==> src/hw/rtl/see_pkg.sv <==
// ---------------------------------------------------------------------------
// see_pkg - shared definitions for the segment endpoint extend block
// Operation, mode and status codes, default widths and the control and
// status groups of the shared multiply/divide unit.
// ---------------------------------------------------------------------------
package see_pkg;

    localparam int COORD_BITS_DEF = 24;

    localparam logic [1:0] OP_LOAD      = 2'd0;
    localparam logic [1:0] OP_EXT_POINT = 2'd1;
    localparam logic [1:0] OP_EXT_PLANE = 2'd2;
    localparam logic [1:0] OP_UNUSED    = 2'd3;

    localparam logic [2:0] MODE_END1    = 3'd0;
    localparam logic [2:0] MODE_END2    = 3'd1;
    localparam logic [2:0] MODE_NEARER  = 3'd2;
    localparam logic [2:0] MODE_BEYOND  = 3'd3;
    localparam logic [2:0] MODE_NEAR    = 3'd4;

    localparam logic [2:0] STAT_END1    = 3'd0;
    localparam logic [2:0] STAT_END2    = 3'd1;
    localparam logic [2:0] STAT_NOMOVE  = 3'd2;
    localparam logic [2:0] STAT_BADMODE = 3'd3;
    localparam logic [2:0] STAT_DEGEN   = 3'd4;
    localparam logic [2:0] STAT_LOADED  = 3'd5;

    typedef struct packed {
        logic start;
        logic is_div;    // 1: restoring divide, 0: shift-add multiply
        logic short_run; // multiply over the short operand width only
    } unit_ctrl_t;

    typedef struct packed {
        logic busy;
        logic done;
    } unit_stat_t;

endpackage

==> src/hw/rtl/see_shared_unit.sv <==
// ---------------------------------------------------------------------------
// see_shared_unit - bit-serial unsigned multiply / divide
// One bit per cycle: shift-add multiply over SW or PW multiplier bits,
// restoring divide over PW numerator bits. Done pulses with the result.
// ---------------------------------------------------------------------------
module see_shared_unit
    import see_pkg::*;
#(
    parameter int PW = 79,
    parameter int SW = 25
)
(
    input  logic          clk,
    input  logic          rst_n,
    input  unit_ctrl_t    ctrl,
    input  logic [PW-1:0] opa,
    input  logic [PW-1:0] opb,
    output unit_stat_t    stat,
    output logic [PW-1:0] result
);

    localparam int CW = $clog2(PW + 1);

    logic [PW-1:0] a_reg, a_next;
    logic [PW-1:0] b_reg, b_next;
    logic [PW-1:0] acc_reg, acc_next;
    logic [PW-1:0] rem_reg, rem_next;
    logic [CW-1:0] cnt_reg, cnt_next;
    logic          busy_reg, busy_next;
    logic          div_reg, div_next;
    logic          done_reg, done_next;
    logic [PW:0]   trial;
    logic [PW:0]   diff;

    always_comb
    begin
        trial = {rem_reg, a_reg[PW-1]};
        diff  = trial - {1'b0, b_reg};
    end

    always_comb
    begin
        a_next    = a_reg;
        b_next    = b_reg;
        acc_next  = acc_reg;
        rem_next  = rem_reg;
        cnt_next  = cnt_reg;
        busy_next = busy_reg;
        div_next  = div_reg;
        done_next = 1'b0;
        if (ctrl.start)
        begin
            a_next    = opa;
            b_next    = opb;
            acc_next  = '0;
            rem_next  = '0;
            div_next  = ctrl.is_div;
            cnt_next  = (ctrl.short_run && !ctrl.is_div) ? CW'(SW) : CW'(PW);
            busy_next = 1'b1;
        end
        else if (busy_reg)
        begin
            if (div_reg)
            begin
                // remainder stays below the divisor, so PW bits hold it
                a_next = {a_reg[PW-2:0], 1'b0};
                if (!diff[PW])
                begin
                    rem_next = diff[PW-1:0];
                    acc_next = {acc_reg[PW-2:0], 1'b1};
                end
                else
                begin
                    rem_next = trial[PW-1:0];
                    acc_next = {acc_reg[PW-2:0], 1'b0};
                end
            end
            else
            begin
                if (b_reg[0])
                begin
                    acc_next = acc_reg + a_reg;
                end
                a_next = {a_reg[PW-2:0], 1'b0};
                b_next = {1'b0, b_reg[PW-1:1]};
            end
            cnt_next = cnt_reg - 1'b1;
            if (cnt_reg == CW'(1))
            begin
                busy_next = 1'b0;
                done_next = 1'b1;
            end
        end
    end

    always_ff @(posedge clk or negedge rst_n)
    begin
        if (!rst_n)
        begin
            busy_reg <= 1'b0;
            done_reg <= 1'b0;
            cnt_reg  <= '0;
            div_reg  <= 1'b0;
        end
        else
        begin
            busy_reg <= busy_next;
            done_reg <= done_next;
            cnt_reg  <= cnt_next;
            div_reg  <= div_next;
        end
    end

    always_ff @(posedge clk)
    begin
        a_reg   <= a_next;
        b_reg   <= b_next;
        acc_reg <= acc_next;
        rem_reg <= rem_next;
    end

    assign stat.busy = busy_reg;
    assign stat.done = done_reg;
    assign result    = acc_reg;

    a_no_start_busy: assert property (@(posedge clk) disable iff (!rst_n)
        busy_reg |-> !ctrl.start)
        else $error("unit started while busy");
    a_done_ends_run: assert property (@(posedge clk) disable iff (!rst_n)
        done_reg |-> !busy_reg)
        else $error("unit done while still busy");
    a_run_len: assert property (@(posedge clk) disable iff (!rst_n)
        busy_reg |-> (cnt_reg != '0))
        else $error("unit busy with zero count");

endmodule

==> src/hw/rtl/segment_endpoint_extend.sv <==
// ---------------------------------------------------------------------------
// segment_endpoint_extend - move one endpoint of a 3D segment along its line
// Loads a segment, projects a point or intersects a plane, moves an end.
// ---------------------------------------------------------------------------
// One item at a time; s_tready is high only while idle. A load, an unused
// operation or a bad mode goes from idle straight to the output state. An extend
// item runs six serial multiplies of COORD_BITS+1 bit steps for the dot products,
// then per coordinate one multiply of COORD_BITS+1 steps and one divide of
// 3*COORD_BITS+7 steps, all on one bit-serial multiply/divide unit. Each
// multiply and divide passes through its start and wait states, each coordinate
// ends in the place state, and degenerate or no-move items stop after the dot
// products.
// Results are rounded half away from zero and saturate to the coordinate range.
module segment_endpoint_extend
    import see_pkg::*;
#(
    parameter int COORD_BITS = COORD_BITS_DEF,
    localparam int TDW = ((6 * COORD_BITS + 7) / 8) * 8
)
(
    input  logic           clk,
    input  logic           rst_n,
    input  logic           s_tvalid,
    output logic           s_tready,
    // vec_a_x, vec_a_y, vec_a_z, vec_b_x, vec_b_y, vec_b_z
    input  logic [TDW-1:0] s_tdata,
    // operation[1:0], mode[4:2]
    input  logic [4:0]     s_tuser,
    output logic           m_tvalid,
    input  logic           m_tready,
    // end1_x, end1_y, end1_z, end2_x, end2_y, end2_z
    output logic [TDW-1:0] m_tdata,
    // status[2:0]
    output logic [2:0]     m_tuser
);

    localparam int C  = COORD_BITS;
    localparam int DW = C + 1;
    localparam int W  = 2 * C + 4;
    localparam int PW = 3 * C + 7;
    localparam logic signed [PW:0] SAT_HI = (PW+1)'((64'sd1 <<< (C - 1)) - 64'sd1);
    localparam logic signed [PW:0] SAT_LO = -SAT_HI - (PW+1)'(1);

    typedef enum logic [9:0] {
        S_IDLE   = 10'b0000000001,
        S_DOT_ST = 10'b0000000010,
        S_DOT_WT = 10'b0000000100,
        S_CHK    = 10'b0000001000,
        S_PM_ST  = 10'b0000010000,
        S_PM_WT  = 10'b0000100000,
        S_PD_ST  = 10'b0001000000,
        S_PD_WT  = 10'b0010000000,
        S_PLACE  = 10'b0100000000,
        S_OUT    = 10'b1000000000
    } state_t;

    state_t                state_reg, state_next;
    logic signed [C-1:0]   e1_reg [3];
    logic signed [C-1:0]   e2_reg [3];
    logic signed [C-1:0]   va_reg [3];
    logic signed [C-1:0]   vb_reg [3];
    logic signed [C-1:0]   q_reg  [3];
    logic [1:0]            op_reg;
    logic [2:0]            mode_reg;
    logic [2:0]            stat_reg, stat_next;
    logic [2:0]            k_reg, k_next;
    logic signed [W-1:0]   num_reg, num_next;
    logic signed [W-1:0]   den_reg, den_next;
    logic                  neg_reg, neg_next;
    logic                  end2_reg, end2_next;
    logic [PW-1:0]         p_reg;

    unit_ctrl_t            uctrl;
    unit_stat_t            ustat;
    logic [PW-1:0]         uopa, uopb, ures;

    logic [1:0]            csel;
    logic signed [DW-1:0]  dsel, rel, mx, my;
    logic [DW-1:0]         amx, amy, adsel;
    logic signed [W-1:0]   prod_w;
    logic signed [W-1:0]   num_n, den_n, num_abs;
    logic signed [W+2:0]   five, four;
    logic signed [W:0]     twonum;
    logic signed [PW-1:0]  qs;
    logic signed [PW:0]    sum;
    logic signed [C-1:0]   qsat;
    logic                  dot_is_num;
    logic                  commit;

    see_shared_unit #(.PW(PW), .SW(DW)) u_unit (
        .clk    (clk),
        .rst_n  (rst_n),
        .ctrl   (uctrl),
        .opa    (uopa),
        .opb    (uopb),
        .stat   (ustat),
        .result (ures)
    );

    assign csel       = (state_reg == S_DOT_ST || state_reg == S_DOT_WT) ? k_reg[2:1] : k_reg[1:0];
    assign dot_is_num = !k_reg[0];

    always_comb
    begin
        dsel = DW'(e2_reg[csel]) - DW'(e1_reg[csel]);
        rel  = DW'(va_reg[csel]) - DW'(e1_reg[csel]);
        if (dot_is_num)
        begin
            mx = (op_reg == OP_EXT_PLANE) ? DW'(vb_reg[csel]) : dsel;
            my = rel;
        end
        else
        begin
            mx = (op_reg == OP_EXT_PLANE) ? DW'(vb_reg[csel]) : dsel;
            my = dsel;
        end
        amx   = mx[DW-1] ? DW'(-mx) : DW'(mx);
        amy   = my[DW-1] ? DW'(-my) : DW'(my);
        adsel = dsel[DW-1] ? DW'(-dsel) : DW'(dsel);
        num_abs = num_reg[W-1] ? -num_reg : num_reg;
        prod_w  = neg_reg ? -$signed(ures[W-1:0]) : $signed(ures[W-1:0]);

        // sign-normalized pair for the threshold tests
        num_n  = den_reg[W-1] ? -num_reg : num_reg;
        den_n  = den_reg[W-1] ? -den_reg : den_reg;
        five   = ((W+3)'(num_n) <<< 2) + (W+3)'(num_n);
        four   = (W+3)'(den_n) <<< 2;
        twonum = (W+1)'(num_n) <<< 1;

        qs  = neg_reg ? -$signed(ures) : $signed(ures);
        sum = (PW+1)'(e1_reg[csel]) + (PW+1)'(qs);
        if (sum > SAT_HI)
        begin
            qsat = C'(SAT_HI);
        end
        else if (sum < SAT_LO)
        begin
            qsat = C'(SAT_LO);
        end
        else
        begin
            qsat = sum[C-1:0];
        end
    end

    always_comb
    begin
        uctrl = '0;
        uopa  = '0;
        uopb  = '0;
        case (state_reg)
            S_DOT_ST:
            begin
                uctrl.start     = 1'b1;
                uctrl.short_run = 1'b1;
                uopa            = PW'(amx);
                uopb            = PW'(amy);
            end
            S_PM_ST:
            begin
                // the endpoint always moves along the segment direction
                uctrl.start     = 1'b1;
                uctrl.short_run = 1'b1;
                uopa            = PW'($unsigned(num_abs));
                uopb            = PW'(adsel);
            end
            S_PD_ST:
            begin
                uctrl.start  = 1'b1;
                uctrl.is_div = 1'b1;
                uopa         = (p_reg << 1) + PW'($unsigned(den_reg));
                uopb         = PW'($unsigned(den_reg)) << 1;
            end
            default:
            begin
                uctrl = '0;
            end
        endcase
    end

    always_comb
    begin
        state_next = state_reg;
        stat_next  = stat_reg;
        k_next     = k_reg;
        num_next   = num_reg;
        den_next   = den_reg;
        neg_next   = neg_reg;
        end2_next  = end2_reg;
        commit     = 1'b0;
        case (state_reg)
            S_IDLE:
            begin
                if (s_tvalid)
                begin
                    state_next = S_OUT;
                    if (s_tuser[1:0] == OP_LOAD)
                    begin
                        stat_next = STAT_LOADED;
                    end
                    else if (s_tuser[1:0] != OP_EXT_POINT && s_tuser[1:0] != OP_EXT_PLANE)
                    begin
                        stat_next = STAT_NOMOVE;
                    end
                    else if (s_tuser[4:2] > MODE_NEAR)
                    begin
                        stat_next = STAT_BADMODE;
                    end
                    else
                    begin
                        k_next     = '0;
                        num_next   = '0;
                        den_next   = '0;
                        state_next = S_DOT_ST;
                    end
                end
            end
            S_DOT_ST:
            begin
                neg_next   = mx[DW-1] ^ my[DW-1];
                state_next = S_DOT_WT;
            end
            S_DOT_WT:
            begin
                if (ustat.done)
                begin
                    if (dot_is_num)
                    begin
                        num_next = num_reg + prod_w;
                    end
                    else
                    begin
                        den_next = den_reg + prod_w;
                    end
                    k_next     = k_reg + 3'd1;
                    state_next = (k_reg == 3'd5) ? S_CHK : S_DOT_ST;
                end
            end
            S_CHK:
            begin
                num_next = num_n;
                den_next = den_n;
                k_next   = '0;
                state_next = S_PM_ST;
                if (den_reg == '0)
                begin
                    stat_next  = STAT_DEGEN;
                    state_next = S_OUT;
                end
                else
                begin
                    case (mode_reg)
                        MODE_END1:   end2_next = 1'b0;
                        MODE_END2:   end2_next = 1'b1;
                        MODE_NEARER: end2_next = !(twonum < (W+1)'(den_n));
                        MODE_BEYOND:
                        begin
                            end2_next = !num_n[W-1];
                            if (!num_n[W-1] && !(den_n < num_n))
                            begin
                                stat_next  = STAT_NOMOVE;
                                state_next = S_OUT;
                            end
                        end
                        default:
                        begin
                            end2_next = !(five < (W+3)'(den_n));
                            if (!(five < (W+3)'(den_n)) && !(four < five))
                            begin
                                stat_next  = STAT_NOMOVE;
                                state_next = S_OUT;
                            end
                        end
                    endcase
                end
            end
            S_PM_ST:
            begin
                neg_next   = dsel[DW-1] ^ num_reg[W-1];
                state_next = S_PM_WT;
            end
            S_PM_WT:
            begin
                if (ustat.done)
                begin
                    state_next = S_PD_ST;
                end
            end
            S_PD_ST:
            begin
                state_next = S_PD_WT;
            end
            S_PD_WT:
            begin
                if (ustat.done)
                begin
                    state_next = S_PLACE;
                end
            end
            S_PLACE:
            begin
                k_next = k_reg + 3'd1;
                if (k_reg == 3'd2)
                begin
                    commit     = 1'b1;
                    stat_next  = end2_reg ? STAT_END2 : STAT_END1;
                    state_next = S_OUT;
                end
                else
                begin
                    state_next = S_PM_ST;
                end
            end
            S_OUT:
            begin
                if (m_tready)
                begin
                    state_next = S_IDLE;
                end
            end
            default:
            begin
                state_next = S_IDLE;
            end
        endcase
    end

    always_ff @(posedge clk or negedge rst_n)
    begin
        if (!rst_n)
        begin
            state_reg <= S_IDLE;
            stat_reg  <= STAT_NOMOVE;
            k_reg     <= '0;
            for (int i = 0; i < 3; i++)
            begin
                e1_reg[i] <= '0;
                e2_reg[i] <= '0;
            end
        end
        else
        begin
            state_reg <= state_next;
            stat_reg  <= stat_next;
            k_reg     <= k_next;
            if (state_reg == S_IDLE && s_tvalid && s_tuser[1:0] == OP_LOAD)
            begin
                for (int i = 0; i < 3; i++)
                begin
                    e1_reg[i] <= s_tdata[i*C +: C];
                    e2_reg[i] <= s_tdata[(i+3)*C +: C];
                end
            end
            if (commit)
            begin
                for (int i = 0; i < 2; i++)
                begin
                    if (end2_reg)
                    begin
                        e2_reg[i] <= q_reg[i];
                    end
                    else
                    begin
                        e1_reg[i] <= q_reg[i];
                    end
                end
                if (end2_reg)
                begin
                    e2_reg[2] <= qsat;
                end
                else
                begin
                    e1_reg[2] <= qsat;
                end
            end
        end
    end

    always_ff @(posedge clk)
    begin
        num_reg  <= num_next;
        den_reg  <= den_next;
        neg_reg  <= neg_next;
        end2_reg <= end2_next;
        if (state_reg == S_IDLE && s_tvalid)
        begin
            op_reg   <= s_tuser[1:0];
            mode_reg <= s_tuser[4:2];
            for (int i = 0; i < 3; i++)
            begin
                va_reg[i] <= s_tdata[i*C +: C];
                vb_reg[i] <= s_tdata[(i+3)*C +: C];
            end
        end
        if (state_reg == S_PM_WT && ustat.done)
        begin
            p_reg <= ures;
        end
        if (state_reg == S_PLACE)
        begin
            q_reg[k_reg[1:0]] <= qsat;
        end
    end

    assign s_tready = (state_reg == S_IDLE);
    assign m_tvalid = (state_reg == S_OUT);
    assign m_tuser  = stat_reg;
    assign m_tdata  = TDW'({e2_reg[2], e2_reg[1], e2_reg[0], e1_reg[2], e1_reg[1], e1_reg[0]});

    a_one_at_a_time: assert property (@(posedge clk) disable iff (!rst_n)
        m_tvalid |-> !s_tready)
        else $error("input taken while a result waits");
    a_done_in_wait: assert property (@(posedge clk) disable iff (!rst_n)
        ustat.done |-> (state_reg == S_DOT_WT || state_reg == S_PM_WT || state_reg == S_PD_WT))
        else $error("unit result outside a wait state");
    a_load_quick: assert property (@(posedge clk) disable iff (!rst_n)
        (s_tvalid && s_tready && s_tuser[1:0] == OP_LOAD) |=> (m_tvalid && m_tuser == STAT_LOADED))
        else $error("load did not answer next cycle");
    a_status_range: assert property (@(posedge clk) disable iff (!rst_n)
        m_tvalid |-> (m_tuser <= STAT_LOADED))
        else $error("status code out of range");

endmodule

==> config.mk <==
export PLATFORM = sky130hd
export DESIGN_NAME = segment_endpoint_extend
export DESIGN_NICKNAME = d
export VERILOG_FILES = /design/src/hw/rtl/see_pkg.sv /design/src/hw/rtl/see_shared_unit.sv /design/src/hw/rtl/segment_endpoint_extend.sv
export SDC_FILE = /design/constraint.sdc
export NUM_CORES = 2
export LEC_CHECK = 0
export BUFFER_PORTS_ARGS = -buffer_cell sky130_fd_sc_hd__buf_2
export CORE_ASPECT_RATIO = 1.4
export CORE_MARGIN = 2
export CORE_UTILIZATION = 50
export CTS_CLUSTER_DIAMETER = 50
export DETAILED_ROUTE_END_ITERATION = 8
export GPL_ROUTABILITY_DRIVEN = 1
export PLACE_DENSITY = 0.73
export REMOVE_ABC_BUFFERS = 1
export SLEW_MARGIN = 20
export SYNTH_ARGS = -nofsm -noshare
export SYNTH_HDL_FRONTEND = slang
export SYNTH_SLANG_ARGS = --single-unit
==> constraint.sdc <==
create_clock -name clk -period 35.7 [get_ports clk]
set_input_delay 8.925 -clock clk [delete_from_list [all_inputs] [get_ports clk]]
set_output_delay 8.925 -clock clk [all_outputs]
set_load 0.05 [all_outputs]
* Word-level counts from Yosys, hierarchy flattened *
Memories as Yosys holds them, arrays and structs flattened.
Index checks and enable logic that the tools add are counted.

cells by class
  add/subtract/negate cells = 18
  magnitude comparators = 8
  eq/ne operators = 35
  mux-type cells = 102
  bitwise operators = 4
  reductions and logical operators = 35

operators with widths
  kind                  count
  $mux 79               9
  $mux 52               12
  $pmux 52 s3           2
  $mux 24               12
  $mux 72               4
  $pmux 79 s3           1
  $pmux 53 s3           1
  $neg 52->52           3
  $mux 25               5
  $mux 10               12
  $add 52x52->52        2
  $pmux 10 s10          1
  $bmux 24 s2           2
  $add 24x79->80        1
  $gt 80x24->1 const B  1
  $lt 80x24->1 const B  1
  $sub 80x79->80        1
  $add 79x52->79        1
  $add 79x79->79        1
  $neg 79->79           1
  $neg 25->25           3
  $add 54x52->55        1
  $lt 54x55->1          1
  $lt 55x52->1          1
  other kinds (56)      123

word-level totals
  register bits = 675
  memory bits (writable) = 216
  bits of input ports = 153
  word-level logic and storage cells = 229
  memories = 3

memories
  name    words  bits a word  rd ports  clocked after Yosys merged registers in  wr ports  RTL line                       text
  q_reg   3      24           2         0                                        1         segment_endpoint_extend.sv:62  logic signed [C-1:0] q_reg [3];
  va_reg  3      24           1         0                                        3         segment_endpoint_extend.sv:60  logic signed [C-1:0] va_reg [3];
  vb_reg  3      24           1         0                                        3         segment_endpoint_extend.sv:61  logic signed [C-1:0] vb_reg [3];

* Depth between registers and ports, before layout *
  depth in word-level cells = 13
  depth in mapped cells = 46
  depth with buffers taken out = 44

* Cells and area by module *
From an unflattened synthesis, not the netlist that was laid out.

second synthesis, totals
  cells, all modules = 9129
  area, all modules = 77146.5 sq um

modules (own cells, without submodules)
  module                   instances  cells each  area an instance (sq um)  sequential area each (sq um)
  segment_endpoint_extend  1          6311        53884.2                   15447.3
  see_shared_unit          1          2818        23262.3                   8157.8

* Worst setup path before layout *
OpenSTA, ideal clock, no wires.

  path kind = input to register
  from = in s_tvalid
  to = reg e1_reg (netlist bit m_tdata[48])
  arrival = 15016 ps
  data required time = 35557 ps
  slack = 20541 ps
  cell stages on the path = 7
  buffers on the path = 3
  cell sequence = and2_1 clkbuf_1 nand2_1 clkbuf_1 clkbuf_1 mux2i_1 a22oi_1

on the way
  cells in the longest elaborated chain, start to end = 5

ends and longest elaborated chain
  item                                RTL line                        text
  from (decl)                         segment_endpoint_extend.sv:23   input logic s_tvalid,
  $logic_and 1x1->1 (*) (2 in a row)  segment_endpoint_extend.sv:346  if (state_reg == S_IDLE && s_tvalid && s_tuser[1:0] == OP_LOAD)
  $mux 72 (*)                         segment_endpoint_extend.sv:346
  $mux 24                             segment_endpoint_extend.sv:367  if (end2_reg)
  $mux 72 (*)                         segment_endpoint_extend.sv:354  if (commit)
  to (signal, indexed assignment)     segment_endpoint_extend.sv:350  e1_reg[i] <= s_tdata[i*C +: C];
  to (signal, indexed assignment)     segment_endpoint_extend.sv:364  e1_reg[i] <= q_reg[i];
  to (decl)                           segment_endpoint_extend.sv:58   logic signed [C-1:0] e1_reg [3];

Mark *: on every way between the ends. The rest lies on a longest branch, timed or not.
A chain may end at the register's enable or synchronous reset.

* Worst setup path after layout *
  from = reg state_reg[1]
  to = out m_tvalid

on the way
  cells in the longest elaborated chain, start to end = 1

ends and longest elaborated chain
  item                    RTL line                        text
  from (decl)             segment_endpoint_extend.sv:57   state_t state_reg, state_next;
  from (signal assigned)  segment_endpoint_extend.sv:343  state_reg <= state_next;
  $eq 10x10->1            segment_endpoint_extend.sv:406  assign m_tvalid = (state_reg == S_OUT);
  to (decl)               segment_endpoint_extend.sv:29   output logic m_tvalid,

No other way between the ends.

==> impl_results.md <==
* Hold Startpoint: u_unit.rem_reg[15]$_SDFFE_PN0P_
* Dpl hpwl at 186.0 mm
* Initial DRC Count at 5367
* Critical Path RT at 26.77 ns
* Post-CTS Setup Inserts at 0
* H-tree level count at 3
* Post-synth EDFFs at 513
* Ys flop type: edfxtp_1
* Antenna violations before repair at 12
* Crit Path Max Fanout at 7
* CTS buffer count at 102
* DR DRC count at 0
* Period utilisation layout at 0.3365
* CP Launch Type: register
* Final core occ at 0.5495
* Ys async rst share at 0.2021
* Number of setup violations in the final report at 0
* Endpoints failing hold at 0
* Antenna Nets Post-Route at 0
* Sink Count at 841
* R2R cell count at 43
* Tmin final at 12.01 ns
* IO buf count at 301
* DP Area at 0.07558 sq mm
* Final Skew at 0.06459 ns
* Slew margin rel. at 0.09812
* Commonest non-fill, non-tap cell in the layout: o21ai_0
* Most frequent cells in the layout: 741 x o21ai_0, 720 x nand2_1, 641 x ha_1
* Cell count of the worst hold path at 2
* Total of max-cap violations at 0
* WS Path Type: reg -> out
* Fin Setup TNS at 0 ns
* Outcome: finished, final reports clean
* Clock latency on the worst-skew pair at 0.76 ns
* Via Count at 66750
* Multi-input combinational cell area at 0.04664 sq mm
* #FFs+latches synth at 841
* Routed length per instance at 22.95 microns
* Clock Path Buffers at 3
* Min-Delay Path Class: reg -> reg
* Pre-CTS setup slack at 23.30 ns
* Crit path DAT at 3.09 ns
* Yosys top cell area share at 0.2132
* Filler cell count at 13130
* FF/Latch Area at 0.02283 sq mm
* Post-CTS Resized at 0
* I/O pin count at 302
* Post-route cell area at 0.07907 sq mm
* Dominant cells by area after synthesis: edfxtp_1 21%, ha_1 11%, dfrtp_1 5.8%
* Sequential area share after synthesis at 0.3159
* Largest area contributor in the netlist: edfxtp_1
* Kind of end point of the critical path: output pin
* Largest register FFs at 144
* Final worst setup slack at 23.69 ns
* Die Wd at 325.3 microns
* Routability cong. at 1.009
* FF-to-FF End: m_tuser[0]$_DFFE_PN0P_
* Die area at 0.1476 sq mm
* Syn Inst Count at 8379
* Yosys warnings at 0
* Mean Syn Cell Area at 8.623 sq um
* First-pass GRT wire length at 368.9 mm
* WHS Endpoint: u_unit.rem_reg[15]$_SDFFE_PN0P_
* Root Driver: clkbuf_16
* Synth Cell Area at 0.07225 sq mm
* Die Y at 453.8 microns
* CTS tree: done
* Hold-fix buffers, CTS at 0
* Fin. max-slew vios at 0
* Core Region at 0.1439 sq mm
* Reg clk slew, reported paths at 0.06 ns
* DR vias/cell at 6.361
* Final nets at 9280
* Gr ovfl total at 0
* FP Rows at 165
* Overall routed net length at 240.8 mm
* Initial Util at 0.5021
* Critical Path Start: state_reg[1]$_DFFE_PN0P_
* Share of cells above drive strength 1 at 0.07916
* Reg-to-reg slack, setup at 24.16 ns
* Netlist cell types at 100
* Area grow syn2layout at 9.429%
* TritonRoute pass-1 iters at 6
* Vias in the first global route at 65490
* Largest net degree at the start of global routing at 115
* Worst r2r src: num_reg[0]$_DFFE_PP_
* Unrepaired setup endpoints after global routing: false
* F_max at 0.08324 GHz
* Total GRT Usage at 0.3152
* Least-Margin Pin Slew at 1.349 ns
==> layout make-up <==
cell class	count	area share
antenna	8	0.0002532
sequential	841	0.2887
inverter	416	0.01975
timing repair buffer	380	0.02715
clock inverter	72	0.009416
tap	1920	0.03038
clock buffer	120	0.03445
multi-input combinational	6736	0.5899
==> per-stage QoR <==
stage,cells,hold WS (ns)
floorplan,7993,0.4486
detailed placement,10290,0.4676
finish,10490,0.4838
CTS,10490,0.4818
global placement,10290,0.4616
global route,10490,0.5023
==> worst max path at each step <==
| stage | end | slack (ns) | depth (start not counted) |
|---|---|---|---|
| after CTS | m_tvalid | 23.71 | 5 |
| after global routing | m_tuser[0]$_DFFE_PN0P_ | 23.29 | 43 |
| after global placement | m_tdata[142]$_DFF_PN0_ | 23.40 | 7 |
| after detailed placement | m_tdata[128]$_DFF_PN0_ | 23.30 | 7 |
| after floorplan | m_tdata[70]$_DFF_PN0_ | 15.81 | 4 |
| final | m_tvalid | 23.69 | 5 |
==> worst max-delay path, stage by stage (launching register included) <==
cell and delay, ns:
dfrtp_1 0.45, nor4_1 0.58, nand2_1 0.16, or3_1 0.37
nor3b_1 0.42, buf_2 0.36
==> kinds of logic after synthesis <==
| kind of cell | synth area share |
|---|---|
| flip-flops | 0.3159 |
| multiplexers | 0.04443 |
| adder cells (fa/ha/maj) | 0.1145 |
| buffers and inverters | 0.04175 |
| AO/OA/AOI/OAI | 0.2379 |
| AND/OR/NAND/NOR | 0.1539 |
| XOR/XNOR | 0.09171 |
==> synthesized netlist by cell type, types with 59 or more instances <==
cell	n
o21ai_0	745
nand2_1	723
ha_1	641
a21oi_1	620
nor2_1	529
edfxtp_1	513
xnor2_1	452
inv_1	413
clkbuf_1	355
a21o_1	331
mux2i_1	308
xor2_1	302
nand3_1	171
dfrtp_1	168
dfxtp_1	158
nor3_1	158
o31ai_1	126
a211oi_1	125
nand2b_1	118
o22ai_1	109
nor2b_1	94
o211ai_1	92
or3_1	86
a221oi_1	76
nand4_1	76
and3_1	74
o21bai_1	73
a31oi_1	59
==> routing by layer <==
layer,GRT usage,routed length (microns),vias to the layer above
met3,0.05273,17450,778
met1,0.3518,89550,31900
met5,0,11,-
met2,0.5470,115600,2806
li1,-,-,31260
met4,0.2217,18230,2
Power is left out: the tool's default activity adds up to more than one toggle a clock period on the data nets, which glitch-free logic cannot reach.
